### src/hdl/hssk_pkg.sv
package hssk_pkg;

  localparam int TIMER_WIDTH = 16;

  // input actions
  localparam logic [1:0] ACT_TICK  = 2'd0;
  localparam logic [1:0] ACT_START = 2'd1;
  localparam logic [1:0] ACT_RESET = 2'd2;
  localparam logic [1:0] ACT_DONE  = 2'd3;

  // sensor phases
  localparam logic [2:0] PH_STARTUP   = 3'd0;
  localparam logic [2:0] PH_IDLE      = 3'd1;
  localparam logic [2:0] PH_MEASURING = 3'd2;
  localparam logic [2:0] PH_READING   = 3'd3;
  localparam logic [2:0] PH_FINISH    = 3'd4;
  localparam logic [2:0] PH_READY     = 3'd5;
  localparam logic [2:0] PH_ERROR     = 3'd6;

  // measurement status
  localparam logic [1:0] MEAS_OK    = 2'd0;
  localparam logic [1:0] MEAS_STALE = 2'd1;
  localparam logic [1:0] MEAS_ERROR = 2'd2;

  // start answers
  localparam logic [1:0] START_ACCEPTED = 2'd0;
  localparam logic [1:0] START_NOT_IDLE = 2'd1;
  localparam logic [1:0] START_REFUSED  = 2'd2;

  // register indexes
  localparam logic [1:0] REG_STARTUP = 2'd0;
  localparam logic [1:0] REG_MEASURE = 2'd1;
  localparam logic [1:0] REG_TIMEOUT = 2'd2;

  localparam logic [15:0] STARTUP_RST = 16'd50;
  localparam logic [15:0] MEASURE_RST = 16'd40;
  localparam logic [15:0] TIMEOUT_RST = 16'd10;

  // scaling
  localparam logic [14:0] HUM_SCALE   = 15'(100 * 100);
  localparam logic [14:0] TEMP_SCALE  = 15'(165 * 100);
  localparam logic [15:0] TEMP_OFFSET = 16'd4000;
  localparam int          FRAC_BITS   = 14;

  localparam logic signed [15:0] MANT_MAX = 16'sd1023;
  localparam logic signed [15:0] MANT_MIN = -16'sd1023;

  localparam logic [15:0] RAW_ERR = 16'hffff;
  localparam logic [15:0] KNX_ERR = 16'h7fff;

  typedef logic [TIMER_WIDTH-1:0] tmr_t;

  // sign, 4-bit exponent, low 11 mantissa bits
  function automatic logic [15:0] knx_pack(input logic signed [15:0] mant,
                                           input logic [3:0] expo);
    knx_pack = {mant[15], expo, mant[10:0]};
  endfunction

  // saturating load of a 16-bit register into the wait counter
  function automatic tmr_t tmr_load(input logic [15:0] v);
    logic [31:0] wide;
    logic [31:0] lim;
    wide = {16'd0, v};
    lim  = 32'((64'd1 << TIMER_WIDTH) - 64'd1);
    tmr_load = (wide > lim) ? tmr_t'(lim) : tmr_t'(wide);
  endfunction

endpackage

### src/hdl/humidity_sensor_sequencer_knx.sv
// result: registered and valid in the cycle after an accepted item, for every item except
//   a tick in the finish phase with an ok or stale word, which first passes twice through
//   the shared multiplier, then takes one normalizing shift per cycle for each float
// throughput: one item at a time; the input is ready again once the result is taken
// reset: synchronous active-low rst_n; registers back to defaults, phase idle,
//   stored result zero, no clearing pass
module humidity_sensor_sequencer_knx
  import hssk_pkg::*;
(
  input  logic        clk,
  input  logic        rst_n,
  // input item
  input  logic        in_tvalid,
  output logic        in_tready,
  input  logic [39:0] in_tdata,   // bus_ok, read_ok, read_data[31:0], zero pad
  input  logic [1:0]  in_tuser,   // action
  // result item
  output logic        out_tvalid,
  input  logic        out_tready,
  output logic [79:0] out_tdata,  // start_status, read_request, done_res, meas_state,
                                  // humidity_raw, temperature_raw, humidity_knx,
                                  // temperature_knx, phase, zero pad
  // register port
  input  logic        cfg_psel,
  input  logic        cfg_penable,
  input  logic        cfg_pwrite,
  input  logic [3:0]  cfg_paddr,
  input  logic [31:0] cfg_pwdata,
  output logic [31:0] cfg_prdata,
  output logic        cfg_pready
);

  // sequencer states
  localparam logic [2:0] S_IDLE = 3'd0;  // waiting for an item
  localparam logic [2:0] S_MH   = 3'd1;  // humidity product
  localparam logic [2:0] S_MT   = 3'd2;  // temperature product
  localparam logic [2:0] S_NH   = 3'd3;  // normalize humidity
  localparam logic [2:0] S_NT   = 3'd4;  // normalize temperature

  // registers
  logic [15:0] startup_r, startup_nxt;
  logic [15:0] measure_r, measure_nxt;
  logic [15:0] timeout_r, timeout_nxt;

  logic [2:0]  st_r, st_nxt;
  logic [2:0]  phase_r, phase_nxt;
  tmr_t        wait_r, wait_nxt;
  logic [31:0] raw_r, raw_nxt;
  logic        pend_r, pend_nxt;
  logic [15:0] hr_r, hr_nxt;
  logic [15:0] tr_r, tr_nxt;
  logic [15:0] hk_r, hk_nxt;
  logic [15:0] tk_r, tk_nxt;
  logic [1:0]  mstat_r, mstat_nxt;

  logic [28:0]        prod_r, prod_nxt;
  logic signed [15:0] mant_r, mant_nxt;
  logic [3:0]         exp_r, exp_nxt;

  logic        out_valid_r, out_valid_nxt;
  logic [1:0]  ost_r, ost_nxt;
  logic        oreq_r, oreq_nxt;
  logic        odone_r, odone_nxt;

  // input fields
  logic [1:0]  in_action;
  logic        in_bus_ok;
  logic        in_read_ok;
  logic [31:0] in_read_data;
  logic        in_acc;

  assign in_action    = in_tuser;
  assign in_bus_ok    = in_tdata[0];
  assign in_read_ok   = in_tdata[1];
  assign in_read_data = in_tdata[33:2];

  assign in_tready = (st_r == S_IDLE) && !out_valid_r;
  assign in_acc    = in_tvalid && in_tready;

  // wait counter: expires when it is at zero or reaches zero on this tick
  logic tmr_expire;
  tmr_t tmr_dec;
  assign tmr_expire = (wait_r == '0) || (wait_r == tmr_t'(1));
  assign tmr_dec    = (wait_r == '0) ? '0 : wait_r - tmr_t'(1);

  // raw fields of the stored word
  logic [13:0] raw_hum;
  logic [13:0] raw_tmp;
  assign raw_hum = raw_r[29:16];
  assign raw_tmp = raw_r[15:2];

  // shared multiplier, one product per cycle
  logic [13:0] mul_a;
  logic [14:0] mul_b;
  logic [28:0] mul_p;
  assign mul_a = (st_r == S_MH) ? raw_hum : raw_tmp;
  assign mul_b = (st_r == S_MH) ? HUM_SCALE : TEMP_SCALE;
  assign mul_p = {15'd0, mul_a} * {14'd0, mul_b};

  // shared normalizer check
  logic mant_ok;
  assign mant_ok = (mant_r <= MANT_MAX) && (mant_r >= MANT_MIN);

  // temperature mantissa before normalizing: scaled value minus offset
  logic [15:0] tmp_base;
  assign tmp_base = {1'b0, prod_r[28:FRAC_BITS]} - TEMP_OFFSET;

  // register port
  logic cfg_wr;
  assign cfg_wr     = cfg_psel && cfg_penable && cfg_pwrite && cfg_pready;
  assign cfg_pready = 1'b1;

  always_comb begin
    unique case (cfg_paddr[3:2])
      REG_STARTUP: cfg_prdata = {16'd0, startup_r};
      REG_MEASURE: cfg_prdata = {16'd0, measure_r};
      REG_TIMEOUT: cfg_prdata = {16'd0, timeout_r};
      default:     cfg_prdata = 32'd0;
    endcase
  end

  always_comb begin
    startup_nxt = startup_r;
    measure_nxt = measure_r;
    timeout_nxt = timeout_r;
    if (cfg_wr) begin
      unique case (cfg_paddr[3:2])
        REG_STARTUP: startup_nxt = cfg_pwdata[15:0];
        REG_MEASURE: measure_nxt = cfg_pwdata[15:0];
        REG_TIMEOUT: timeout_nxt = cfg_pwdata[15:0];
        default: ;
      endcase
    end
  end

  // main sequencer
  always_comb begin
    st_nxt        = st_r;
    phase_nxt     = phase_r;
    wait_nxt      = wait_r;
    raw_nxt       = raw_r;
    pend_nxt      = pend_r;
    hr_nxt        = hr_r;
    tr_nxt        = tr_r;
    hk_nxt        = hk_r;
    tk_nxt        = tk_r;
    mstat_nxt     = mstat_r;
    prod_nxt      = prod_r;
    mant_nxt      = mant_r;
    exp_nxt       = exp_r;
    out_valid_nxt = out_valid_r && !out_tready;
    ost_nxt       = ost_r;
    oreq_nxt      = oreq_r;
    odone_nxt     = odone_r;

    unique case (st_r)
      S_IDLE: begin
        if (in_acc) begin
          ost_nxt       = START_ACCEPTED;
          oreq_nxt      = 1'b0;
          odone_nxt     = 1'b0;
          out_valid_nxt = 1'b1;
          unique case (in_action)
            ACT_START: begin
              if (phase_r != PH_IDLE) begin
                ost_nxt = START_NOT_IDLE;
              end else if (in_bus_ok) begin
                pend_nxt  = 1'b1;
                phase_nxt = PH_MEASURING;
                wait_nxt  = tmr_load(measure_r);
              end else begin
                ost_nxt = START_REFUSED;
              end
            end
            ACT_RESET: begin
              // pending requester survives a sensor reset
              phase_nxt = PH_STARTUP;
              wait_nxt  = tmr_load(startup_r);
            end
            ACT_DONE: begin
              // completions outside the reading phase are dropped
              if (phase_r == PH_READING) begin
                if (in_read_ok) begin
                  raw_nxt   = in_read_data;
                  phase_nxt = PH_FINISH;
                end else begin
                  phase_nxt = PH_ERROR;
                end
              end
            end
            default: begin
              // tick
              case (phase_r)
                PH_STARTUP: begin
                  wait_nxt = tmr_dec;
                  if (tmr_expire) phase_nxt = PH_IDLE;
                end
                PH_MEASURING: begin
                  wait_nxt = tmr_dec;
                  if (tmr_expire) begin
                    // a refused read stays measuring and retries next tick
                    oreq_nxt = 1'b1;
                    if (in_bus_ok) begin
                      phase_nxt = PH_READING;
                      wait_nxt  = tmr_load(timeout_r);
                    end
                  end
                end
                PH_READING: begin
                  wait_nxt = tmr_dec;
                  if (tmr_expire) phase_nxt = PH_ERROR;
                end
                PH_FINISH: begin
                  if (!raw_r[31]) begin
                    // ok or stale: convert in the multiply and normalize states
                    out_valid_nxt = 1'b0;
                    st_nxt        = S_MH;
                  end else begin
                    mstat_nxt = MEAS_ERROR;
                    phase_nxt = PH_ERROR;
                  end
                end
                PH_READY: begin
                  if (pend_r) begin
                    odone_nxt = 1'b1;
                    pend_nxt  = 1'b0;
                  end
                  phase_nxt = PH_IDLE;
                end
                PH_ERROR: begin
                  hr_nxt    = RAW_ERR;
                  tr_nxt    = RAW_ERR;
                  hk_nxt    = KNX_ERR;
                  tk_nxt    = KNX_ERR;
                  mstat_nxt = MEAS_ERROR;
                  if (pend_r) begin
                    odone_nxt = 1'b1;
                    pend_nxt  = 1'b0;
                  end
                  phase_nxt = PH_IDLE;
                end
                default: ;
              endcase
            end
          endcase
        end
      end
      S_MH: begin
        prod_nxt = mul_p;
        st_nxt   = S_MT;
      end
      S_MT: begin
        // humidity stays below 10000, never negative
        mant_nxt = $signed({1'b0, prod_r[28:FRAC_BITS]});
        exp_nxt  = 4'd0;
        prod_nxt = mul_p;
        st_nxt   = S_NH;
      end
      S_NH: begin
        if (!mant_ok) begin
          mant_nxt = mant_r >>> 1;
          exp_nxt  = exp_r + 4'd1;
        end else begin
          hk_nxt   = knx_pack(mant_r, exp_r);
          mant_nxt = $signed(tmp_base);
          exp_nxt  = 4'd0;
          st_nxt   = S_NT;
        end
      end
      S_NT: begin
        if (!mant_ok) begin
          mant_nxt = mant_r >>> 1;
          exp_nxt  = exp_r + 4'd1;
        end else begin
          tk_nxt        = knx_pack(mant_r, exp_r);
          hr_nxt        = {2'd0, raw_hum};
          tr_nxt        = {2'd0, raw_tmp};
          mstat_nxt     = raw_r[30] ? MEAS_STALE : MEAS_OK;
          phase_nxt     = PH_READY;
          out_valid_nxt = 1'b1;
          st_nxt        = S_IDLE;
        end
      end
      default: st_nxt = S_IDLE;
    endcase
  end

  always_ff @(posedge clk) begin
    if (!rst_n) begin
      startup_r   <= STARTUP_RST;
      measure_r   <= MEASURE_RST;
      timeout_r   <= TIMEOUT_RST;
      st_r        <= S_IDLE;
      phase_r     <= PH_IDLE;
      wait_r      <= '0;
      raw_r       <= '0;
      pend_r      <= 1'b0;
      hr_r        <= '0;
      tr_r        <= '0;
      hk_r        <= '0;
      tk_r        <= '0;
      mstat_r     <= MEAS_OK;
      out_valid_r <= 1'b0;
    end else begin
      startup_r   <= startup_nxt;
      measure_r   <= measure_nxt;
      timeout_r   <= timeout_nxt;
      st_r        <= st_nxt;
      phase_r     <= phase_nxt;
      wait_r      <= wait_nxt;
      raw_r       <= raw_nxt;
      pend_r      <= pend_nxt;
      hr_r        <= hr_nxt;
      tr_r        <= tr_nxt;
      hk_r        <= hk_nxt;
      tk_r        <= tk_nxt;
      mstat_r     <= mstat_nxt;
      out_valid_r <= out_valid_nxt;
    end
  end

  // datapath, no reset
  always_ff @(posedge clk) begin
    prod_r  <= prod_nxt;
    mant_r  <= mant_nxt;
    exp_r   <= exp_nxt;
    ost_r   <= ost_nxt;
    oreq_r  <= oreq_nxt;
    odone_r <= odone_nxt;
  end

  // result item
  assign out_tvalid = out_valid_r;
  assign out_tdata  = {7'd0, phase_r, tk_r, hk_r, tr_r, hr_r, mstat_r,
                       odone_r, oreq_r, ost_r};

  // checks
  a_norm_bound: assert property (@(posedge clk) disable iff (!rst_n)
    (st_r == S_NH || st_r == S_NT) |-> exp_r <= 4'd4)
    else $error("normalizer took too many shifts");

  a_quick_result: assert property (@(posedge clk) disable iff (!rst_n)
    (in_acc && !(in_action == ACT_TICK && phase_r == PH_FINISH)) |=> out_tvalid)
    else $error("result missing one cycle after item");

  a_done_idle: assert property (@(posedge clk) disable iff (!rst_n)
    (out_valid_r && odone_r) |-> (phase_r == PH_IDLE && !pend_r))
    else $error("delivery without return to idle");

  a_req_phase: assert property (@(posedge clk) disable iff (!rst_n)
    (out_valid_r && oreq_r) |-> (phase_r == PH_MEASURING || phase_r == PH_READING))
    else $error("read request outside measuring or reading");

  a_conv_ready: assert property (@(posedge clk) disable iff (!rst_n)
    (st_r == S_NT && mant_ok) |=> (phase_r == PH_READY && out_valid_r))
    else $error("conversion end did not post a result");

endmodule

### config.mk
export PLATFORM = sky130hd
export DESIGN_NAME = humidity_sensor_sequencer_knx
export DESIGN_NICKNAME = d
export VERILOG_FILES = /design/src/hdl/hssk_pkg.sv /design/src/hdl/humidity_sensor_sequencer_knx.sv
export SDC_FILE = /design/constraint.sdc
export NUM_CORES = 1
export LEC_CHECK = 0
export BUFFER_PORTS_ARGS = -buffer_cell sky130_fd_sc_hd__buf_2
export CAP_MARGIN = 5
export CELL_PAD_IN_SITES_DETAIL_PLACEMENT = 1
export CELL_PAD_IN_SITES_GLOBAL_PLACEMENT = 1
export CORE_MARGIN = 2
export CORE_UTILIZATION = 45
export DETAILED_ROUTE_END_ITERATION = 6
export GPL_ROUTABILITY_DRIVEN = 0
export PLACE_DENSITY = 0.87
export SKIP_LAST_GASP = 1
export SLEW_MARGIN = 0
export SYNTH_ARGS = -nofsm -noshare
export SYNTH_HDL_FRONTEND = slang
export SYNTH_SLANG_ARGS = --single-unit
### constraint.sdc
create_clock -name clk -period 8.31 [get_ports clk]
set_clock_uncertainty 0.1 [all_clocks]
set_input_delay 0.4155 -clock clk [delete_from_list [all_inputs] [get_ports clk]]
set_output_delay 0.4155 -clock clk [all_outputs]
set_load 0.1 [all_outputs]
[After elaboration in Yosys (flattened, before gate mapping)]
Index checks and enable logic that the tools add are counted.
Cells by class
  add/subtract/negate cells: 3
  $mul: 1
  divide/modulo/power cells: 0
  $lt $le $gt $ge: 2
  equal/unequal tests: 37
  shift-type cells: 0
  muxes and demuxes: 71
  bitwise logic cells: 6
  reductions and logical operators: 41
Operator list (count)
  16-bit 2-to-1 mux: 15
  16-bit one-hot mux with 2 select lines: 5
  16-bit one-hot mux with 3 select lines: 3
  3-bit 2-to-1 mux: 16
  15-bit 2-to-1 mux: 2
  3-bit one-hot mux with 5 select lines: 2
  14-bit by 15-bit multiplier with 29-bit output: 1
  6-bit AND reduction: 4
  6-bit != test, second input constant: 3
  16-bit by 1-bit == test with 1-bit output, second input constant: 1
  16-bit by 11-bit >= comparator with 1-bit output, second input constant: 1
  16-bit by 11-bit <= comparator with 1-bit output, second input constant: 1
  16-bit logical NOT: 1
  2-bit != test, second input constant: 8
  15-bit by 12-bit subtractor with 16-bit output, second input constant: 1
  16-bit by 1-bit subtractor with 16-bit output, second input constant: 1
  5-bit AND reduction: 3
  14-bit 2-to-1 mux: 1
  3-bit by 2-bit == test with 1-bit output, second input constant: 4
  3-bit == test, second input constant: 4
  1-bit 2-to-1 mux: 12
  2-bit 2-to-1 mux: 6
  3-bit != test, second input constant: 4
  4-bit one-hot mux with 3 select lines: 1
  29 further kinds: 61
Storage, ports and cells
  bits in registers: 223
  latch bits: 0
  bits in writable memories: 0
  bits in read-only memories: 0
  input bits: 85
  output and inout bits: 115
  word-level logic and storage cells: 183
  memories kept: 0

[Logic depth before layout (Yosys ltp)]
  depth in word-level cells: 7
  gate-level depth with buffers: 24
  gate-level depth less buffers: 22

[Least setup slack after synthesis]
Ideal clock, no wire load.
  path type: reg-to-reg
  start: reg st_r[0]
  end: reg prod_r[23] (data pin)
  setup time: 0.260 ns
  arrival time: 6.328 ns
  data required time: 7.950 ns
  path slack: 1.621 ns
  stages on the path, launching flop included: 24
  path buffers: 3
  clock period less this slack: 6.689 ns
  cell sequence: dfxtp_1 > clkbuf_1 > nor3b_1 > clkbuf_1 > clkbuf_1 > nand2_1 > nand2_1 > fa_1 > ha_1 > inv_1 > fa_1 > inv_1 > fa_1 > inv_1 > fa_1 > fa_1 > inv_1 > ha_1 > a21oi_1 > o21ai_0 > a2111oi_0 > a21boi_0 > a221o_1 > xor2_1
Between the ends
  longest elaborated chain between the ends: 3
  elaborated cells on any way between the ends: 4
  classes of those cells: mul (1); eq/ne (1); mux (2)
RTL lines
  start: declaration: line humidity_sensor_sequencer_knx.sv:45  | logic [2:0] st_r, st_nxt;
  start signal: assignment: line humidity_sensor_sequencer_knx.sv:308  | st_r <= st_nxt;
  3-bit by 1-bit == test with 1-bit output (*): line humidity_sensor_sequencer_knx.sv:96, humidity_sensor_sequencer_knx.sv:97
  14-bit 2-to-1 mux / 15-bit 2-to-1 mux (equally long branches): line humidity_sensor_sequencer_knx.sv:96, humidity_sensor_sequencer_knx.sv:97
  14-bit by 15-bit multiplier with 29-bit output (*): line humidity_sensor_sequencer_knx.sv:98  | assign mul_p = {15'd0, mul_a} * {14'd0, mul_b};
  via mul_p[23]: line humidity_sensor_sequencer_knx.sv:95  | logic [28:0] mul_p;
  end signal: assignment: line humidity_sensor_sequencer_knx.sv:324  | prod_r <= prod_nxt;
  end: declaration: line humidity_sensor_sequencer_knx.sv:56  | logic [28:0] prod_r, prod_nxt;
Mark *: on every way through the listed nets, which the timed path passes. The rest lies on a longest branch.
A chain may end at the register's enable or synchronous reset.

[Worst setup path after layout]
Ends and elaborated chain as after synthesis.

==> flow_metrics.tcl <==
set metrics [dict create \
    reg2reg_from "st_r[0]" \
    setup_viol_count_final 0 \
    worstSkewPairLatency_ns 0.51 \
    die_area_mm2 0.0313 \
    min_from "in_tdata[10]" \
    drtIter0Drc 621 \
    cts_resized 0 \
    antenna_found_initial 0 \
    critPathMaxFanout 12 \
    syn_area_per_cell_um2 9.18 \
    synth_seq_cells 204 \
    final_hold_viol_count 0 \
    arrival_ns 7.73 \
    slew_headroom_pct 14.8 \
    grt_max_degree 103 \
    drive_above_1_share_pct 16.8 \
    drv_slew 0 \
    dieWidth_um 177 \
    drtPass1Iterations 5 \
    min_period_ns 7.57 \
    criticalPathCategory "reg -> reg" \
    final_nets 1844 \
    critPathCaptureType "register" \
    cts_tree "yes" \
    fin_crit_sh_pct 91.1 \
    die_h_um 177 \
    synthFlopType "dfxtp_1" \
    syn-instance-count 1463 \
    vias 11413 \
    n_antenna_cell 0 \
    fmaxAchievable_mhz 132 \
    rsz0062_at_grt "false" \
    cp.required_ns 8.46 \
    synthArstFlopShare_pct 0 \
    setup_slack_ns 0.736 \
    min_path_type "in -> reg" \
    drc_errors 0 \
    synth_warnings 0 \
    ys_seq_area_share_pct 33.3 \
    grt_usage_pct 26.7 \
    grt_pass1_wl_um 66800 \
    synth_area_mm2 0.0134 \
    status "completed" \
    fin_tns_setup_ns 0 \
    syn_to_final_growth_pct 13.1 \
    antenna_left 0 \
    worst_slew_pin_slew_ns 1.27 \
    wl_per_cell_um 20.8 \
    clkTransAtPathRegs_ns 0.06 \
    cts_num_sinks 204 \
    root_buffer "clkbuf_16" \
    via_per_inst 5.76 \
    cts_setup_buffers 0 \
    grt_pass1_vias 12341 \
    routed_wl_um 41300 \
    cts.path.max_buffers 3 \
    portBuffers 149 \
    initial_core_util_pct 45.6 \
    grt_overflow 0 \
    hold_ws_ns 0.0533 \
    irDropWorstVdd_uv 125 \
    cap_violations 0 \
    placementRows 63 \
    p_per_area_mw_per_mm2 165 \
    synth_cell_types 67 \
    ios 200 \
    core_area_mm2 0.0295 \
    dp_slack_ns 0.749 \
    synth_edf_count 39 \
    holdBufCountCts 0 \
    cts_buffers 24 \
    p_leak_nw 7.32 \
    worst_setup_path_start_kind "register" \
    cts_max_level 1 \
    hpwl_um 30400 \
    worstSetupStartpoint "st_r[0]" \
]
==> cells in the mapped netlist, drive strengths merged (22+ instances only) <==
master	number	area (µm²)
nand2	258	968
dfxtp	165	3300
inv	130	488
ha	110	1380
a21boi	77	578
fa	72	1440
clkbuf	67	251
o21ai	61	305
nor2	48	183
o221a	47	529
buf	41	280
a21oi	40	200
edfxtp	39	1170
mux2i	27	270
nor3	24	120
nand3	22	110
==> final cells by class <==
cell class	instances	area (µm²)
Sequential cell	204	4470
Multi-Input combinational cell	1053	8070
Clock buffer	36	728
Timing Repair Buffer	164	861
Inverter	130	488
Tap cell	390	488
Fill cell	3437	14300
Clock inverter	6	81.3
==> registers in the layout (all words and copies together) (netlist names), 2 cells and up <==
name       flops
raw_r         30
hk_r          16
mant_r        16
measure_r     16
startup_r     16
timeout_r     16
tk_r          16
wait_r        16
hr_r          15
prod_r        15
tr_r          14
exp_r          4
phase_r        3
st_r           3
mstat_r        2
ost_r          2
==> logic make-up after synthesis <==
| logic type | after synthesis | synth area share (%) |
|---|---|---|
| mux | 32 | 2.43 |
| fa+ha+maj | 182 | 21.0 |
| simple gates | 437 | 14.7 |
| xor+xnor | 24 | 1.56 |
| buf+inv | 238 | 7.59 |
| compound gates | 344 | 19.4 |
| other cells | 2 | 0.0559 |
| flops | 204 | 33.3 |
==> worst max-delay path, stage by stage, from the launching register on <==
cell,delay [ns]
dfxtp_1,0.46
nor3b_2,0.72
buf_4,0.35
nand2_1,0.24
fa_1,0.60
inv_1,0.05
ha_1,0.30
fa_1,0.58
fa_1,0.47
fa_1,0.50
fa_1,0.49
ha_1,0.35
nand2_1,0.10
o21ai_0,0.19
a2111oi_0,0.94
a21boi_0,0.34
a221o_1,0.40
xor2_1,0.15
==> layer usage <==
layer,GRT usage (%),wire (µm)
met1,32.2,17000
met4,10.3,1460
met2,48.4,21100
met5,0,0
met3,3.41,1700
==> worst paths after layout <==
check	end	slack [ns]	depth (start not counted)
worst max-delay path	prod_r[23]	0.74	17
worst min-delay path	raw_r[8]	0.05	3
worst max register to register	prod_r[23]	0.74	17
worst min register to register	tk_r[10]	0.36	2
==> layout by cell type (no fill, tap or decap), types with 7 or more instances in the layout <==
cell / n
a21oi_1: 40
mux2i_1: 27
nor2_1: 47
and3_1: 13
a211oi_1: 13
conb_1: 34
o221a_2: 47
a21o_1: 10
dfxtp_1: 165
nor2b_1: 10
nand3_1: 22
buf_2: 148
ha_1: 110
a221o_1: 12
nand2_1: 258
o2bb2ai_1: 9
a31oi_1: 7
xnor2_1: 18
buf_4: 16
inv_1: 130
edfxtp_1: 39
clkbuf_16: 26
nand2b_1: 9
a21boi_0: 77
nor4_1: 10
nor3_1: 24
a22oi_1: 15
o31ai_1: 9
fa_1: 72
o21ai_0: 60
==> power by group <==
part           total (W)  internal (W)  leakage, nW  switching (W)
Sequential       0.00105       0.00102         1.71      0.0000226
Clock            0.00109      0.000663        0.394       0.000422
Combinational   0.000378      0.000113         5.22       0.000265
==> per-stage QoR <==
step           instance area (µm²)  std cells  util [%]  total power [W]
5_1_grt                      15200       1983      51.5          0.00261
2_1_floorplan                13600       1495         -          0.00136
6_report                     15200       1983      51.5          0.00251
4_1_cts                      15200       1983      51.5          0.00252
3_5_place_dp                 14400       1941      48.8          0.00144
3_3_place_gp                 14400       1941      48.8          0.00143
Power figures use the tool's default switching activity.
